--- src/rtl/decimated_rms_level_meter_macros.svh ---
// Assertion macros shared by the level meter RTL.
// No dependencies; each module that asserts includes this header.
`ifndef DECIMATED_RMS_LEVEL_METER_MACROS_SVH
`define DECIMATED_RMS_LEVEL_METER_MACROS_SVH
`ifndef ASSERT_OFF
`define DRLM_ASSERT(label, prop, msg) \
    label: assert property (@(posedge clk) disable iff (!rst_n) prop) else $error(msg);
`define DRLM_ASSERT_ALWAYS(label, prop, msg) \
    label: assert property (@(posedge clk) prop) else $error(msg);
`else
`define DRLM_ASSERT(label, prop, msg)
`define DRLM_ASSERT_ALWAYS(label, prop, msg)
`endif
`endif

--- src/rtl/drlm_pkg.sv ---
// Package for the level meter: field widths, register codes, controller states
// and the command and status bundles between controller and datapath.
// No dependencies.
package drlm_pkg;

    localparam int SAMPLE_BITS    = 16;
    localparam int GAIN_BITS      = 16;
    localparam int GAIN_FRAC_BITS = 8;
    localparam int RMS_BITS       = 16;
    localparam int CHAN_BITS      = 2;
    localparam int DEC_BITS       = 5;
    localparam int PHASE_BITS     = 4;
    localparam int MAX_DECIMATION = 16;
    localparam int CFG_INDEX_BITS = 8;
    localparam int CFG_DATA_BITS  = 16;

    typedef enum logic [CFG_INDEX_BITS-1:0] {
        REG_ENABLE        = 8'd0,
        REG_CHANNEL_COUNT = 8'd1,
        REG_DECIMATION    = 8'd2,
        REG_GAIN          = 8'd3
    } cfg_reg_t;

    typedef struct packed {
        logic                 enable;
        logic [CHAN_BITS-1:0] channel_count;
        logic [DEC_BITS-1:0]  decimation;
        logic [GAIN_BITS-1:0] gain;
    } cfg_t;

    localparam cfg_t CFG_RESET = '{
        enable:        1'b1,
        channel_count: 2'd1,
        decimation:    5'd4,
        gain:          16'd256
    };

    typedef enum logic [3:0] {
        ST_IDLE,
        ST_SQUARE,
        ST_ACCUM,
        ST_DIV_INIT,
        ST_DIV,
        ST_SQRT_INIT,
        ST_SQRT,
        ST_SCALE,
        ST_OUTPUT
    } state_t;

    typedef struct packed {
        logic load;
        logic square;
        logic accum;
        logic clear_res;
        logic div_start;
        logic div_step;
        logic sqrt_start;
        logic sqrt_step;
        logic scale;
        logic out_load;
        logic chan;
    } cmd_t;

    typedef struct packed {
        logic last;
        logic used_zero;
        logic div_done;
        logic sqrt_done;
        logic out_free;
    } status_t;

endpackage

--- src/rtl/drlm_ifs.sv ---
// Channel interfaces of the level meter: input frames, results and register writes.
// Depends on drlm_pkg.
interface drlm_frame_if import drlm_pkg::*; ();
    logic                          valid;
    logic                          ready;
    logic signed [SAMPLE_BITS-1:0] sample_left;
    logic signed [SAMPLE_BITS-1:0] sample_right;
    logic                          last_frame;

    modport source (output valid, output sample_left, output sample_right,
                    output last_frame, input ready);
    modport sink   (input valid, input sample_left, input sample_right,
                    input last_frame, output ready);
endinterface

interface drlm_result_if import drlm_pkg::*; ();
    logic                valid;
    logic                ready;
    logic [RMS_BITS-1:0] rms_left;
    logic [RMS_BITS-1:0] rms_right;
    logic                saturated;

    modport source (output valid, output rms_left, output rms_right,
                    output saturated, input ready);
    modport sink   (input valid, input rms_left, input rms_right,
                    input saturated, output ready);
endinterface

interface drlm_cfg_if import drlm_pkg::*; ();
    logic                      valid;
    logic                      ready;
    logic [CFG_INDEX_BITS-1:0] index;
    logic [CFG_DATA_BITS-1:0]  data;

    modport source (output valid, output index, output data, input ready);
    modport sink   (input valid, input index, input data, output ready);
endinterface

--- src/rtl/drlm_datapath.sv ---
// Datapath of the level meter: accumulators, decimation phase, serial divider,
// serial square root, gain multiplier and output register.
// Depends on drlm_pkg and the assertion macro header.
`include "decimated_rms_level_meter_macros.svh"
module drlm_datapath import drlm_pkg::*; #(
    parameter int MAX_FRAMES = 1024
) (
    input  logic                          clk,
    input  logic                          rst_n,
    input  cfg_t                          cfg,
    input  cmd_t                          cmd,
    output status_t                       status,
    input  logic signed [SAMPLE_BITS-1:0] sample_left,
    input  logic signed [SAMPLE_BITS-1:0] sample_right,
    input  logic                          last_frame,
    input  logic                          res_ready,
    output logic                          res_valid,
    output logic [RMS_BITS-1:0]           rms_left,
    output logic [RMS_BITS-1:0]           rms_right,
    output logic                          saturated
);

    localparam int CNT_W      = $clog2(MAX_FRAMES + 1);
    localparam int SQ_W       = 2 * SAMPLE_BITS;
    localparam int QUO_W      = 2 * SAMPLE_BITS - 1;
    localparam int SUM_W      = QUO_W + $clog2(MAX_FRAMES);
    localparam int DIV_CNT_W  = $clog2(SUM_W);
    localparam int ROOT_CNT_W = $clog2(SAMPLE_BITS);
    localparam int SREM_W     = SAMPLE_BITS + 2;
    localparam int PROD_W     = SAMPLE_BITS + GAIN_BITS;
    localparam int SCALED_W   = PROD_W - GAIN_FRAC_BITS;

    // Payload registers.
    logic signed [SAMPLE_BITS-1:0] smp_left_reg, smp_right_reg;
    logic [SQ_W-1:0]               sq_left_reg, sq_left_next;
    logic [SQ_W-1:0]               sq_right_reg, sq_right_next;
    logic [SUM_W-1:0]              quo_reg, quo_next;
    logic [CNT_W-1:0]              rem_reg, rem_next;
    logic [SQ_W-1:0]               rad_reg, rad_next;
    logic [SAMPLE_BITS-1:0]        root_reg, root_next;
    logic [SREM_W-1:0]             srem_reg, srem_next;
    logic [RMS_BITS-1:0]           res_left_reg, res_left_next;
    logic [RMS_BITS-1:0]           res_right_reg, res_right_next;
    logic                          sat_reg, sat_next;
    logic [RMS_BITS-1:0]           out_left_reg, out_left_next;
    logic [RMS_BITS-1:0]           out_right_reg, out_right_next;
    logic                          out_sat_reg, out_sat_next;

    // Control state.
    logic                   last_reg, last_next;
    logic [SUM_W-1:0]       sum_left_reg, sum_left_next;
    logic [SUM_W-1:0]       sum_right_reg, sum_right_next;
    logic [PHASE_BITS-1:0]  phase_reg, phase_next;
    logic [CNT_W-1:0]       used_reg, used_next;
    logic [DIV_CNT_W-1:0]   div_cnt_reg, div_cnt_next;
    logic [ROOT_CNT_W-1:0]  root_cnt_reg, root_cnt_next;
    logic                   out_valid_reg, out_valid_next;

    logic                   two_chan;
    logic [DEC_BITS-1:0]    dec_eff;
    logic [PHASE_BITS:0]    phase_inc;
    logic                   use_frame;
    logic [SAMPLE_BITS-1:0] mag_left, mag_right;
    logic [CNT_W:0]         div_trial;
    logic [CNT_W:0]         div_diff;
    logic                   div_ge;
    logic [SREM_W+1:0]      sqrt_shifted;
    logic [SREM_W+1:0]      sqrt_trial;
    logic                   sqrt_ge;
    logic [PROD_W-1:0]      product;
    logic [SCALED_W-1:0]    scaled;
    logic                   clip;
    logic [RMS_BITS-1:0]    clipped_val;

    function automatic logic [SAMPLE_BITS-1:0] magnitude(
        input logic signed [SAMPLE_BITS-1:0] v
    );
        magnitude = v[SAMPLE_BITS-1] ? SAMPLE_BITS'(~v + 1'b1) : SAMPLE_BITS'(v);
    endfunction

    // A channel count of two or three means stereo.
    assign two_chan  = cfg.channel_count[1];
    assign dec_eff   = (cfg.decimation == '0) ? DEC_BITS'(1) :
                       (cfg.decimation > DEC_BITS'(MAX_DECIMATION)) ?
                       DEC_BITS'(MAX_DECIMATION) : cfg.decimation;
    assign phase_inc = {1'b0, phase_reg} + 1'b1;
    assign use_frame = (phase_reg == '0) && (used_reg < CNT_W'(MAX_FRAMES));

    assign mag_left  = magnitude(smp_left_reg);
    assign mag_right = magnitude(smp_right_reg);

    // One quotient bit per step, restoring division by the used frame count.
    assign div_trial = {rem_reg, quo_reg[SUM_W-1]};
    assign div_ge    = div_trial >= {1'b0, used_reg};
    assign div_diff  = div_trial - {1'b0, used_reg};

    // One root bit per step, two radicand bits consumed each time.
    assign sqrt_shifted = {srem_reg, rad_reg[SQ_W-1 -: 2]};
    assign sqrt_trial   = {2'b00, root_reg, 2'b01};
    assign sqrt_ge      = sqrt_shifted >= sqrt_trial;

    assign product     = PROD_W'(root_reg) * PROD_W'(cfg.gain);
    assign scaled      = product[PROD_W-1:GAIN_FRAC_BITS];
    assign clip        = |scaled[SCALED_W-1:RMS_BITS];
    assign clipped_val = clip ? '1 : scaled[RMS_BITS-1:0];

    always_comb
    begin
        last_next      = last_reg;
        sq_left_next   = sq_left_reg;
        sq_right_next  = sq_right_reg;
        sum_left_next  = sum_left_reg;
        sum_right_next = sum_right_reg;
        phase_next     = phase_reg;
        used_next      = used_reg;
        quo_next       = quo_reg;
        rem_next       = rem_reg;
        div_cnt_next   = div_cnt_reg;
        rad_next       = rad_reg;
        root_next      = root_reg;
        srem_next      = srem_reg;
        root_cnt_next  = root_cnt_reg;
        res_left_next  = res_left_reg;
        res_right_next = res_right_reg;
        sat_next       = sat_reg;
        out_left_next  = out_left_reg;
        out_right_next = out_right_reg;
        out_sat_next   = out_sat_reg;
        out_valid_next = out_valid_reg && !res_ready;

        if (cmd.load)
        begin
            last_next = last_frame;
        end
        if (cmd.square)
        begin
            sq_left_next  = SQ_W'(mag_left) * SQ_W'(mag_left);
            sq_right_next = SQ_W'(mag_right) * SQ_W'(mag_right);
        end
        if (cmd.accum)
        begin
            if (use_frame)
            begin
                sum_left_next = sum_left_reg + SUM_W'(sq_left_reg);
                if (two_chan)
                begin
                    sum_right_next = sum_right_reg + SUM_W'(sq_right_reg);
                end
                used_next = used_reg + 1'b1;
            end
            phase_next = (phase_inc >= PHASE_BITS'(0) + {1'b0, dec_eff[PHASE_BITS-1:0]}
                          && dec_eff != DEC_BITS'(MAX_DECIMATION)) ||
                         (phase_inc >= (PHASE_BITS+1)'(dec_eff)) ?
                         '0 : phase_inc[PHASE_BITS-1:0];
        end
        if (cmd.clear_res)
        begin
            res_left_next  = '0;
            res_right_next = '0;
            sat_next       = 1'b0;
        end
        if (cmd.div_start)
        begin
            quo_next     = cmd.chan ? sum_right_reg : sum_left_reg;
            rem_next     = '0;
            div_cnt_next = '0;
        end
        if (cmd.div_step)
        begin
            rem_next     = div_ge ? div_diff[CNT_W-1:0] : div_trial[CNT_W-1:0];
            quo_next     = {quo_reg[SUM_W-2:0], div_ge};
            div_cnt_next = div_cnt_reg + 1'b1;
        end
        if (cmd.sqrt_start)
        begin
            // The mean of squares never exceeds one full-scale square.
            rad_next      = {1'b0, quo_reg[QUO_W-1:0]};
            root_next     = '0;
            srem_next     = '0;
            root_cnt_next = '0;
        end
        if (cmd.sqrt_step)
        begin
            srem_next     = sqrt_ge ? SREM_W'(sqrt_shifted - sqrt_trial)
                                    : sqrt_shifted[SREM_W-1:0];
            root_next     = {root_reg[SAMPLE_BITS-2:0], sqrt_ge};
            rad_next      = {rad_reg[SQ_W-3:0], 2'b00};
            root_cnt_next = root_cnt_reg + 1'b1;
        end
        if (cmd.scale)
        begin
            if (cmd.chan)
            begin
                res_right_next = clipped_val;
            end
            else
            begin
                res_left_next = clipped_val;
            end
            sat_next = sat_reg || clip;
        end
        if (cmd.out_load)
        begin
            out_left_next  = res_left_reg;
            out_right_next = res_right_reg;
            out_sat_next   = sat_reg;
            out_valid_next = 1'b1;
            sum_left_next  = '0;
            sum_right_next = '0;
            phase_next     = '0;
            used_next      = '0;
        end
    end

    always_ff @(posedge clk or negedge rst_n)
    begin
        if (!rst_n)
        begin
            last_reg      <= 1'b0;
            sum_left_reg  <= '0;
            sum_right_reg <= '0;
            phase_reg     <= '0;
            used_reg      <= '0;
            div_cnt_reg   <= '0;
            root_cnt_reg  <= '0;
            out_valid_reg <= 1'b0;
        end
        else
        begin
            last_reg      <= last_next;
            sum_left_reg  <= sum_left_next;
            sum_right_reg <= sum_right_next;
            phase_reg     <= phase_next;
            used_reg      <= used_next;
            div_cnt_reg   <= div_cnt_next;
            root_cnt_reg  <= root_cnt_next;
            out_valid_reg <= out_valid_next;
        end
    end

    always_ff @(posedge clk)
    begin
        if (cmd.load)
        begin
            smp_left_reg  <= sample_left;
            smp_right_reg <= sample_right;
        end
        sq_left_reg   <= sq_left_next;
        sq_right_reg  <= sq_right_next;
        quo_reg       <= quo_next;
        rem_reg       <= rem_next;
        rad_reg       <= rad_next;
        root_reg      <= root_next;
        srem_reg      <= srem_next;
        res_left_reg  <= res_left_next;
        res_right_reg <= res_right_next;
        sat_reg       <= sat_next;
        out_left_reg  <= out_left_next;
        out_right_reg <= out_right_next;
        out_sat_reg   <= out_sat_next;
    end

    assign status.last      = last_reg;
    assign status.used_zero = (used_reg == '0);
    assign status.div_done  = (div_cnt_reg == DIV_CNT_W'(SUM_W - 1));
    assign status.sqrt_done = (root_cnt_reg == ROOT_CNT_W'(SAMPLE_BITS - 1));
    assign status.out_free  = !out_valid_reg || res_ready;

    assign res_valid = out_valid_reg;
    assign rms_left  = out_left_reg;
    assign rms_right = out_right_reg;
    assign saturated = out_sat_reg;

    `DRLM_ASSERT(a_state_cleared, cmd.out_load |=> used_reg == '0 && phase_reg == '0, "block state not cleared after result")
    `DRLM_ASSERT_ALWAYS(a_used_bound, used_reg <= CNT_W'(MAX_FRAMES), "used frame count above limit")
    `DRLM_ASSERT(a_div_nonzero, cmd.div_start |-> used_reg != '0, "division started with zero frame count")

endmodule

--- src/rtl/drlm_ctrl.sv ---
// Controller of the level meter: sequences accumulation per frame and the
// per-channel divide, square root and scale steps at the end of a block.
// Depends on drlm_pkg and the assertion macro header.
`include "decimated_rms_level_meter_macros.svh"
module drlm_ctrl import drlm_pkg::*; (
    input  logic    clk,
    input  logic    rst_n,
    input  cfg_t    cfg,
    input  logic    frame_valid,
    output logic    frame_ready,
    input  status_t status,
    output cmd_t    cmd
);

    state_t state_reg, state_next;
    logic   chan_reg, chan_next;

    always_comb
    begin
        state_next = state_reg;
        chan_next  = chan_reg;
        case (state_reg)
            ST_IDLE:
            begin
                if (frame_valid && cfg.enable)
                begin
                    state_next = ST_SQUARE;
                end
            end
            ST_SQUARE:
            begin
                state_next = ST_ACCUM;
            end
            ST_ACCUM:
            begin
                chan_next  = 1'b0;
                state_next = status.last ? ST_DIV_INIT : ST_IDLE;
            end
            ST_DIV_INIT:
            begin
                state_next = status.used_zero ? ST_OUTPUT : ST_DIV;
            end
            ST_DIV:
            begin
                if (status.div_done)
                begin
                    state_next = ST_SQRT_INIT;
                end
            end
            ST_SQRT_INIT:
            begin
                state_next = ST_SQRT;
            end
            ST_SQRT:
            begin
                if (status.sqrt_done)
                begin
                    state_next = ST_SCALE;
                end
            end
            ST_SCALE:
            begin
                if (!chan_reg && cfg.channel_count[1])
                begin
                    chan_next  = 1'b1;
                    state_next = ST_DIV_INIT;
                end
                else
                begin
                    state_next = ST_OUTPUT;
                end
            end
            ST_OUTPUT:
            begin
                if (status.out_free)
                begin
                    state_next = ST_IDLE;
                end
            end
            default:
            begin
                state_next = ST_IDLE;
            end
        endcase
    end

    always_comb
    begin
        cmd         = '0;
        cmd.chan    = chan_reg;
        frame_ready = 1'b0;
        case (state_reg)
            ST_IDLE:
            begin
                frame_ready = 1'b1;
                cmd.load    = frame_valid && cfg.enable;
            end
            ST_SQUARE:
            begin
                cmd.square = 1'b1;
            end
            ST_ACCUM:
            begin
                cmd.accum     = 1'b1;
                cmd.clear_res = status.last;
            end
            ST_DIV_INIT:
            begin
                cmd.div_start = !status.used_zero;
            end
            ST_DIV:
            begin
                cmd.div_step = 1'b1;
            end
            ST_SQRT_INIT:
            begin
                cmd.sqrt_start = 1'b1;
            end
            ST_SQRT:
            begin
                cmd.sqrt_step = 1'b1;
            end
            ST_SCALE:
            begin
                cmd.scale = 1'b1;
            end
            ST_OUTPUT:
            begin
                cmd.out_load = status.out_free;
            end
            default:
            begin
                cmd.chan = chan_reg;
            end
        endcase
    end

    always_ff @(posedge clk or negedge rst_n)
    begin
        if (!rst_n)
        begin
            state_reg <= ST_IDLE;
            chan_reg  <= 1'b0;
        end
        else
        begin
            state_reg <= state_next;
            chan_reg  <= chan_next;
        end
    end

    `DRLM_ASSERT(a_plain_frame_returns, state_reg == ST_ACCUM && !status.last |=> state_reg == ST_IDLE, "non-final frame did not return to idle")
    `DRLM_ASSERT(a_second_chan_final, state_reg == ST_SCALE && chan_reg |=> state_reg == ST_OUTPUT, "second channel scale not followed by output")
    `DRLM_ASSERT(a_chan_from_scale, $rose(chan_reg) |-> $past(state_reg) == ST_SCALE, "channel select changed outside scale step")

endmodule

--- src/rtl/decimated_rms_level_meter.sv ---
// Top level of the decimated block RMS level meter: register file and the
// controller and datapath instances. Depends on drlm_pkg, drlm_ifs, drlm_ctrl
// and drlm_datapath.
//
// The meter takes one stereo frame per item and, within a block of frames,
// uses the first frame and then every "decimation"-th one, summing the square
// of each used sample per channel (only the left channel when channel_count is
// one). On the frame marked last_frame it divides each sum by the number of
// frames used, takes the floor square root, applies the Q8.8 gain, clips to
// 16 bits and delivers one result item, then starts a new block. While enable
// is low, frames are taken and dropped. Once MAX_FRAMES frames have been used,
// further frames of the block are not counted. An ordinary frame passes through
// capture, square and accumulate steps before the input is ready again. A final
// frame then runs, for each active channel, a divide setup, one serial divider
// step per quotient bit of the SUM_W-bit sum, where SUM_W = 31 + log2(MAX_FRAMES)
// rounded up, a square-root setup, one square-root step per root bit and a scale
// step, and finally an output step that waits for a free output register.
// The result sits in an output register, so the next block's frames are
// accepted while a result waits; a second final frame waits for it to be taken.
// Registers: 0 enable, 1 channel_count, 2 decimation, 3 gain. The configuration
// channel is always ready, and other indexes are ignored. The controller reads
// the registers while it works on a frame, so a write belongs between frames,
// when no frame is being processed and no result is being computed; a change
// between two frames of a block takes effect from the next frame.
module decimated_rms_level_meter import drlm_pkg::*; #(
    parameter int MAX_FRAMES = 1024
) (
    input  logic          clk,
    input  logic          rst_n,
    drlm_frame_if.sink    frame,
    drlm_result_if.source result,
    drlm_cfg_if.sink      cfg
);

    cfg_t    cfg_reg, cfg_next;
    cmd_t    cmd;
    status_t status;

    // Register writes are never back-pressured.
    assign cfg.ready = 1'b1;

    always_comb
    begin
        cfg_next = cfg_reg;
        if (cfg.valid && cfg.ready)
        begin
            case (cfg.index)
                REG_ENABLE:        cfg_next.enable        = cfg.data[0];
                REG_CHANNEL_COUNT: cfg_next.channel_count = cfg.data[CHAN_BITS-1:0];
                REG_DECIMATION:    cfg_next.decimation    = cfg.data[DEC_BITS-1:0];
                REG_GAIN:          cfg_next.gain          = cfg.data[GAIN_BITS-1:0];
                default:           cfg_next               = cfg_reg;
            endcase
        end
    end

    always_ff @(posedge clk or negedge rst_n)
    begin
        if (!rst_n)
        begin
            cfg_reg <= CFG_RESET;
        end
        else
        begin
            cfg_reg <= cfg_next;
        end
    end

    // The controller owns the input handshake and sequences the datapath.
    drlm_ctrl u_ctrl (
        .clk         (clk),
        .rst_n       (rst_n),
        .cfg         (cfg_reg),
        .frame_valid (frame.valid),
        .frame_ready (frame.ready),
        .status      (status),
        .cmd         (cmd)
    );

    // The datapath holds the block sums, the serial divide and root units and
    // the output register that drives the result channel.
    drlm_datapath #(
        .MAX_FRAMES (MAX_FRAMES)
    ) u_datapath (
        .clk          (clk),
        .rst_n        (rst_n),
        .cfg          (cfg_reg),
        .cmd          (cmd),
        .status       (status),
        .sample_left  (frame.sample_left),
        .sample_right (frame.sample_right),
        .last_frame   (frame.last_frame),
        .res_ready    (result.ready),
        .res_valid    (result.valid),
        .rms_left     (result.rms_left),
        .rms_right    (result.rms_right),
        .saturated    (result.saturated)
    );

endmodule
--- src/flat_wrapper.sv ---
// flat-port wrapper written by rule: the top's interface ports become plain ports
module decimated_rms_level_meter_flat import drlm_pkg::*;
#(
    parameter int MAX_FRAMES = 1024
)
  (clk, rst_n, frame_valid, frame_sample_left, frame_sample_right, frame_last_frame, frame_ready, result_valid, result_rms_left, result_rms_right, result_saturated, result_ready, cfg_valid, cfg_index, cfg_data, cfg_ready);
  drlm_frame_if frame_i ();
  drlm_result_if result_i ();
  drlm_cfg_if cfg_i ();
  input  logic clk;
  input  logic rst_n;
  input wire logic [$bits(frame_i.valid)-1:0] frame_valid;
  input wire logic [$bits(frame_i.sample_left)-1:0] frame_sample_left;
  input wire logic [$bits(frame_i.sample_right)-1:0] frame_sample_right;
  input wire logic [$bits(frame_i.last_frame)-1:0] frame_last_frame;
  output wire logic [$bits(frame_i.ready)-1:0] frame_ready;
  output wire logic [$bits(result_i.valid)-1:0] result_valid;
  output wire logic [$bits(result_i.rms_left)-1:0] result_rms_left;
  output wire logic [$bits(result_i.rms_right)-1:0] result_rms_right;
  output wire logic [$bits(result_i.saturated)-1:0] result_saturated;
  input wire logic [$bits(result_i.ready)-1:0] result_ready;
  input wire logic [$bits(cfg_i.valid)-1:0] cfg_valid;
  input wire logic [$bits(cfg_i.index)-1:0] cfg_index;
  input wire logic [$bits(cfg_i.data)-1:0] cfg_data;
  output wire logic [$bits(cfg_i.ready)-1:0] cfg_ready;
  assign frame_i.valid = frame_valid;
  assign frame_i.sample_left = frame_sample_left;
  assign frame_i.sample_right = frame_sample_right;
  assign frame_i.last_frame = frame_last_frame;
  assign frame_ready = frame_i.ready;
  assign result_valid = result_i.valid;
  assign result_rms_left = result_i.rms_left;
  assign result_rms_right = result_i.rms_right;
  assign result_saturated = result_i.saturated;
  assign result_i.ready = result_ready;
  assign cfg_i.valid = cfg_valid;
  assign cfg_i.index = cfg_index;
  assign cfg_i.data = cfg_data;
  assign cfg_ready = cfg_i.ready;
  decimated_rms_level_meter #(.MAX_FRAMES(MAX_FRAMES)) u_core (.clk(clk), .rst_n(rst_n), .frame(frame_i), .result(result_i), .cfg(cfg_i));
endmodule
--- config.mk ---
export PLATFORM = sky130hd
export DESIGN_NAME = decimated_rms_level_meter_flat
export DESIGN_NICKNAME = d
export VERILOG_FILES = /design/src/rtl/drlm_pkg.sv /design/src/rtl/drlm_ifs.sv /design/src/rtl/drlm_datapath.sv /design/src/rtl/drlm_ctrl.sv /design/src/rtl/decimated_rms_level_meter.sv /design/src/flat_wrapper.sv
export VERILOG_INCLUDE_DIRS = /design/src /design/src/rtl
export SDC_FILE = /design/constraint.sdc
export NUM_CORES = 2
export LEC_CHECK = 0
export ABC_AREA = 1
export ABC_CLOCK_PERIOD_IN_PS = 11260
export BUFFER_PORTS_ARGS = -buffer_cell sky130_fd_sc_hd__buf_4
export CORE_MARGIN = 2
export CORE_UTILIZATION = 65
export DETAILED_ROUTE_END_ITERATION = 10
export PLACE_DENSITY = 0.9
export SLEW_MARGIN = 40
export SYNTH_ARGS = -nofsm -noshare
export SYNTH_HDL_FRONTEND = slang
export SYNTH_SLANG_ARGS = --single-unit
--- constraint.sdc ---
create_clock -name clk -period 11.26 [get_ports clk]
set_clock_uncertainty 0.05 [all_clocks]
set_input_delay 1.689 -clock clk [delete_from_list [all_inputs] [get_ports clk]]
set_output_delay 1.689 -clock clk [all_outputs]
set_load 0.01 [all_outputs]
# ---- After elaboration in Yosys (flattened, before gate mapping)
# Cells that the tools add are included.
dict set report classes {
  add_sub_neg 10
  n_mul 3
  order_cmp 6
  eq_ne 19
  n_mux 64
  bitwise_logic 2
  reduce_logical 33
}
# op n
set op_table {}
lappend op_table {{2-to-1 mux 41 bit} 10}
lappend op_table {{2-to-1 mux 16 bit} 11}
lappend op_table {{multiplier 16 x 16 -> 32 bit} 3}
lappend op_table {{adder 41 x 32 -> 41 bit} 2}
lappend op_table {{2-to-1 mux 11 bit} 6}
lappend op_table {{2-to-1 mux 32 bit} 2}
lappend op_table {{2-to-1 mux 18 bit} 3}
lappend op_table {{2-to-1 mux 4 bit} 11}
lappend op_table {{one-hot mux 4 bit (9 select lines)} 1}
lappend op_table {{adder 16 x 1 -> 16 bit, second input constant} 2}
lappend op_table {{NOT 16 bit} 2}
lappend op_table {{>= comparator 20 x 18 -> 1 bit} 1}
lappend op_table {{subtractor 18 bit} 1}
lappend op_table {{equality test 4 x 3 -> 1 bit, second input constant} 4}
lappend op_table {{equality test 8 x 2 -> 1 bit, second input constant} 2}
lappend op_table {{nonzero test 2 bit} 7}
lappend op_table {{2-to-1 mux 1 bit} 13}
lappend op_table {{>= comparator 12 x 11 -> 1 bit} 1}
lappend op_table {{2-to-1 mux 6 bit} 2}
lappend op_table {{AND reduction 2 bit} 6}
lappend op_table {{adder 11 x 1 -> 11 bit, second input constant} 1}
lappend op_table {{zero test 11 bit} 1}
lappend op_table {{< comparator 11 bit, second input constant} 1}
lappend op_table {{subtractor 11 bit} 1}
lappend op_table {{other kinds (26)} 43}
dict set report totals {
  regBits 418
}

# ---- Longest topological paths before layout
dict set report depth {
  ltp_word 9
  depth_mapped 36
  ltp_nobuf 34
}

# ---- Modules after synthesis
# Synthesis repeated with hierarchy kept, for this count alone.
dict set report unflattened {
  cells_unflattened 5764
  hier_area_um2 46263.1
}
# mod n_inst cells_each area_per_inst_um2 seq_area_each_um2
set by_module_without_submodules {}
lappend by_module_without_submodules {drlm_datapath 1 5576 44774.2 10735.3}
lappend by_module_without_submodules {decimated_rms_level_meter 1 125 1102.3 605.6}
lappend by_module_without_submodules {drlm_ctrl 1 63 386.6 125.1}

# ---- Least setup slack after synthesis
# No wires, ideal clock.
dict set report synth_path {
  path_kind {reg2reg}
  startpoint {register u_core.u_datapath.smp_left_reg[0]}
  endpoint {register u_core.u_datapath.sq_left_reg[25] (data pin)}
  setup_time_ns 0.252
  arrival_ns 6.623
  path_slack_ns 4.334
  stages_incl_launch_ff 32
  path_buffers 1
  period_less_slack_ns 6.926
  path_cell_list {edfxtp_1 inv_2 buf_1 ha_1 nand2_1 nor2_1 inv_2 nor2_1 nand3_1 nand3b_1 and2_1 xor2_1 nor2_1 inv_1 fa_1 fa_1 inv_1 fa_1 fa_1 fa_1 inv_1 fa_1 inv_1 ha_1 nand2_1 inv_1 a21oi_1 a21boi_0 o21ai_0 nand2_1 a21o_1 nand2_1}
}
dict set report synth_via {
  elab_chain_len 4
}
# element line_no
set synth_rtl {}
lappend synth_rtl {{start: declaration} drlm_datapath.sv:34} ;# logic signed [SAMPLE_BITS-1:0] smp_left_reg, smp_right_reg;
lappend synth_rtl {{start signal: assignment} drlm_datapath.sv:245} ;# smp_left_reg <= sample_left;
lappend synth_rtl {{NOT 16 bit} drlm_datapath.sv:78} ;# magnitude = v[SAMPLE_BITS-1] ? SAMPLE_BITS'(~v + 1'b1) : SAMPLE_BITS'(v);
lappend synth_rtl {{adder 16 x 1 -> 16 bit} drlm_datapath.sv:78}
lappend synth_rtl {{2-to-1 mux 16 bit *} drlm_datapath.sv:78}
lappend synth_rtl {{multiplier 16 x 16 -> 32 bit *} drlm_datapath.sv:137} ;# sq_left_next = SQ_W'(mag_left) * SQ_W'(mag_left);
lappend synth_rtl {{end signal: assignment} drlm_datapath.sv:248} ;# sq_left_reg <= sq_left_next;
lappend synth_rtl {{end: declaration} drlm_datapath.sv:35} ;# logic [SQ_W-1:0] sq_left_reg, sq_left_next;
# Mark *: on every way between the ends. The rest lies on a longest branch, timed or not.
# A chain may end at the register's enable or synchronous reset.

# ---- Final worst setup path
dict set report layout_path {
  startpoint {register u_core.u_datapath.smp_right_reg[0]}
  endpoint {register u_core.u_datapath.sq_right_reg[30] (data pin)}
}
dict set report layout_via {
  elab_chain_len 4
}
# element line_no
set layout_rtl {}
lappend layout_rtl {{start: declaration} drlm_datapath.sv:34}
lappend layout_rtl {{start signal: assignment} drlm_datapath.sv:246} ;# smp_right_reg <= sample_right;
lappend layout_rtl {{NOT 16 bit} drlm_datapath.sv:78}
lappend layout_rtl {{adder 16 x 1 -> 16 bit} drlm_datapath.sv:78}
lappend layout_rtl {{2-to-1 mux 16 bit *} drlm_datapath.sv:78}
lappend layout_rtl {{multiplier 16 x 16 -> 32 bit *} drlm_datapath.sv:138} ;# sq_right_next = SQ_W'(mag_right) * SQ_W'(mag_right);
lappend layout_rtl {{end signal: assignment} drlm_datapath.sv:249} ;# sq_right_reg <= sq_right_next;
lappend layout_rtl {{end: declaration} drlm_datapath.sv:36} ;# logic [SQ_W-1:0] sq_right_reg, sq_right_next;
# Marked as above.

==> impl_metrics.csv <==
group,metric,value,unit
clocking,cts_max_path_buffers,3,
timing,layout_setup_ws,3.26,ns
place,dp_worst_setup_slack,3.54,ns
yosys,netlist-cell-type-count,66,
power_and_ir_drop,power.total,9.79,mW
worst_setup_path,timing.rr.start,"u_core.u_datapath.smp_right_reg[0]",
timing,timing.final.hold_violations,0,
layout,layout-drive-gt1-share,5.34,%
routing,drt_wl_total,119000,µm
clocking,cts.reportedPaths.clkPinSlew,0.07,ns
worst_setup_path,timing.reg2reg.setup_slack,3.26,ns
layout,area_delta_synth_final,7.17,%
die,die_w,270,µm
yosys,synth_area_in_compound_gates,8.93,%
yosys,post_synth_most_frequent_cells,"sky130_fd_sc_hd__inv_1, sky130_fd_sc_hd__nand2_1, sky130_fd_sc_hd__fa_1",
timing,final.hold.worst_slack,0.382,ns
power_and_ir_drop,power.ir.vdd_worst,146,µV
place,dpl.hpwl,92000,µm
timing,relative_slew_slack,39.2,%
place,place.gp.congestion,0.975,
global_routing,grt_antenna_before_repair,3,
routing,wl_per_cell,17.7,µm
place,io_buffers,96,
worst_setup_path,path_common_cell,"sky130_fd_sc_hd__inv_1",
yosys,synth.yosys.warnings,0,
routing,ant_nets,0,
worst_setup_path,crit_end,"u_core.u_datapath.sq_right_reg[30]",
clocking,cts_tree,"yes",
clocking,cts_hold_buf,0,
yosys,synth_enable_flop_cells,244,
timing,final.setup.tns,0,ns
yosys,synth_top_cell_area_share,22.6,%
worst_setup_path,crit_type,"flip-flop to flip-flop",
yosys,synth_area_in_simple_gates,18.4,%
die,start_util,65.7,%
worst_setup_path,crit_arrival,8.29,ns
place,placed_cell_area,47700,µm²
layout,layout.cells.non_filler,6692,
power_and_ir_drop,power_leakage,25.8,nW
worst_setup_path,reg2reg_to,"u_core.u_datapath.sq_right_reg[30]",
routing,drt_iter0_drc,3802,
layout,register_area,11400,µm²
timing,final-max-slew-violation-count,0,
worst_setup_path,timing.critical_path.slowest_cell_delay,0.53,ns
clocking,clock_latency,0.63,ns
timing,fin_crit_sh,71.1,%
clocking,cts_max_level,2,
timing,fmax,0.125,GHz
worst_setup_path,critical_path.slowest_cell,"sky130_fd_sc_hd__fa_1",
timing,rsz_0062_raised_after_global_routing,"false",
die,floorplan.rows,97,
clocking,cell_at_the_root_of_the_clock_tree,"sky130_fd_sc_hd__clkbuf_16",
clocking,cts_resized,0,
worst_setup_path,rr_worst_depth,32,
routing,drt_drc,0,
routing,drt-pass1-iter-count,6,
yosys,share_of_synthesized_area_spent_on_multiplexers,0.293,%
layout,fill_cells,5172,
worst_setup_path,worstPathRequired,11.55,ns
yosys,synthAdderAreaFrac,33.4,%
worst_setup_path,path_delay_family,"adder cells",
power_and_ir_drop,powerDensity,198,nW/µm²
global_routing,grt_first_pass_wirelength,196000,µm
global_routing,grt_pass1_vias,39561,
yosys,synthCells,5672,
timing,final_period_minus_worst_setup_slack,8.00,ns
die,dieHeight,270,µm
worst_setup_path,startpoint,"u_core.u_datapath.smp_right_reg[0]",
yosys,synth.ff_latch_count,415,
worst_setup_path,crit_buf_inv,10,
worst_setup_path,cp_num_cells,32,
routing,detailroute.via_count,38267,
yosys,yosysSeqAreaShare,24.8,%
yosys,yosys.area_share.xor_xnor,2.50,%
worst_setup_path,worstSetupStartpointType,"flip-flop",
yosys,ys_async_sr_fraction,33.0,%
timing,finalSetupViolations,0,
place,placedCellCount,6599,
yosys,yosys.cell_count.top_type,"sky130_fd_sc_hd__inv_1",
global_routing,grt_max_degree,90,
layout,fin_area,49400,µm²
yosys,yosys-top-cells-area,"sky130_fd_sc_hd__fa_1, sky130_fd_sc_hd__edfxtp_1, sky130_fd_sc_hd__ha_1",
die,dieArea,73100,µm²
hold_path,timing.hold.worst.class,"flip-flop to flip-flop",
worst_setup_path,critPathCaptureType,"flip-flop",
global_routing,globalRouteOverflowTotal,0,
yosys,mappedNetlistArea,46100,µm²
layout,nNetsFinal,6691,
timing,max_slew.worst_pin.slew,0.903,ns
layout,final_core_utilization,70.4,%
job,max-cap-violations,0,
die,coreArea,70100,µm²
yosys,synthFlopType,"sky130_fd_sc_hd__edfxtp_1",
worst_setup_path,cp_max_fo,17,
layout,multi_input_area,29400,µm²
die,ios,98,
global_routing,gr-usage-all-layers,33.0,%
yosys,synthesized_area_per_cell,8.13,µm²
clocking,cts_made_buffers,47,
clocking,tritoncts_num_sinks,415,
yosys,library_cell_occupying_the_most_area_in_the_post_synthesis_netlist,"sky130_fd_sc_hd__fa_1",
clocking,post-cts-setup-buffers,0,
yosys,synth_top_family_by_area,"adder cells",
status,run_status,"complete, no violations",
routing,post_dr_vias_cell,5.72,
## layout by cell type (no fill, tap or decap), types with 16 or more instances in the layout
cell type / netlist / routed
sky130_fd_sc_hd__nor3_1: 49 / 49
sky130_fd_sc_hd__dfrtp_1: 134 / 133
sky130_fd_sc_hd__o21ai_0: 238 / 238
sky130_fd_sc_hd__xor2_1: 77 / 76
sky130_fd_sc_hd__conb_1: 2 / 23
sky130_fd_sc_hd__buf_4: 4 / 107
sky130_fd_sc_hd__inv_1: 1243 / 1241
sky130_fd_sc_hd__nor2_1: 458 / 455
sky130_fd_sc_hd__nand2_2: 18 / 22
sky130_fd_sc_hd__ha_1: 399 / 399
sky130_fd_sc_hd__o21bai_1: 17 / 17
sky130_fd_sc_hd__a31oi_1: 56 / 56
sky130_fd_sc_hd__clkbuf_16: 0 / 47
sky130_fd_sc_hd__fa_1: 520 / 520
sky130_fd_sc_hd__a21o_1: 30 / 30
sky130_fd_sc_hd__dfxtp_1: 34 / 34
sky130_fd_sc_hd__nand2_1: 1237 / 1233
sky130_fd_sc_hd__inv_2: 14 / 16
sky130_fd_sc_hd__nand4_1: 30 / 30
sky130_fd_sc_hd__xnor2_1: 49 / 49
sky130_fd_sc_hd__edfxtp_1: 244 / 244
sky130_fd_sc_hd__nand3_1: 178 / 178
sky130_fd_sc_hd__o211ai_1: 29 / 29
sky130_fd_sc_hd__a21oi_1: 265 / 265
## worst register-to-register path, delay by kind of cell (launching register included)
| family | cells | cell delay, ns |
|---|---|---|
| AOI/OAI and AO/OA | 3 | 0.48 |
| xor gates and xnor gates | 1 | 0.14 |
| adders and majority gates | 8 | 3.50 |
| buffers and inverters | 10 | 1.40 |
| DFF | 1 | 0.52 |
| and+or+nand+nor | 10 | 1.64 |
## how the worst min path moves through the flow
stage                                           endpoint  depth (start not counted)                          startpoint
after floorplan            u_core.u_datapath.rms_left[0]                          0   u_core.u_datapath.res_left_reg[0]
after global placement    u_core.u_datapath.rms_right[2]                          0  u_core.u_datapath.res_right_reg[2]
after detailed placement   u_core.u_datapath.rms_left[1]                          0   u_core.u_datapath.res_left_reg[1]
after CTS                  u_core.u_datapath.rms_left[5]                          0   u_core.u_datapath.res_left_reg[5]
after global routing       u_core.u_datapath.rms_left[1]                          0   u_core.u_datapath.res_left_reg[1]
final                      u_core.u_datapath.rms_left[1]                          0   u_core.u_datapath.res_left_reg[1]
## routing by layer
metal / track usage [%] / share of wire, % / vias up
met1: 41.8 / 39 / 18219
met5: 0 / 0 / -
li1: - / - / 17723
met4: 15.4 / 5.0 / 0
met2: 55.3 / 48 / 1911
met3: 5.56 / 8.5 / 414
## power breakdown
group | switching, mW | internal (mW) | total [mW]
logic | 3.56 | 1.87 | 5.43
registers | 0.438 | 2.26 | 2.70
clock network | 0.724 | 0.940 | 1.66
## kinds of logic after synthesis
kind of cell | Yosys count
DFF | 415
and+or+nand+nor | 2054
muxes | 12
xor gates and xnor gates | 129
adders and majority gates | 919
other | 2
buffers and inverters | 1415
AOI/OAI and AO/OA | 726
## cell type report
type                            instances  share of cell area, %
Tap cell                              940                   2.38
Timing Repair Buffer                  114                   1.89
Inverter                             1269                   9.64
Clock inverter                         34                  0.942
Multi-Input combinational cell       3863                   59.5
Clock buffer                           54                   2.45
Antenna cell                            3                 0.0152
Sequential cell                       415                   23.2
No activity file was read; power rests on OpenSTA's default activity.
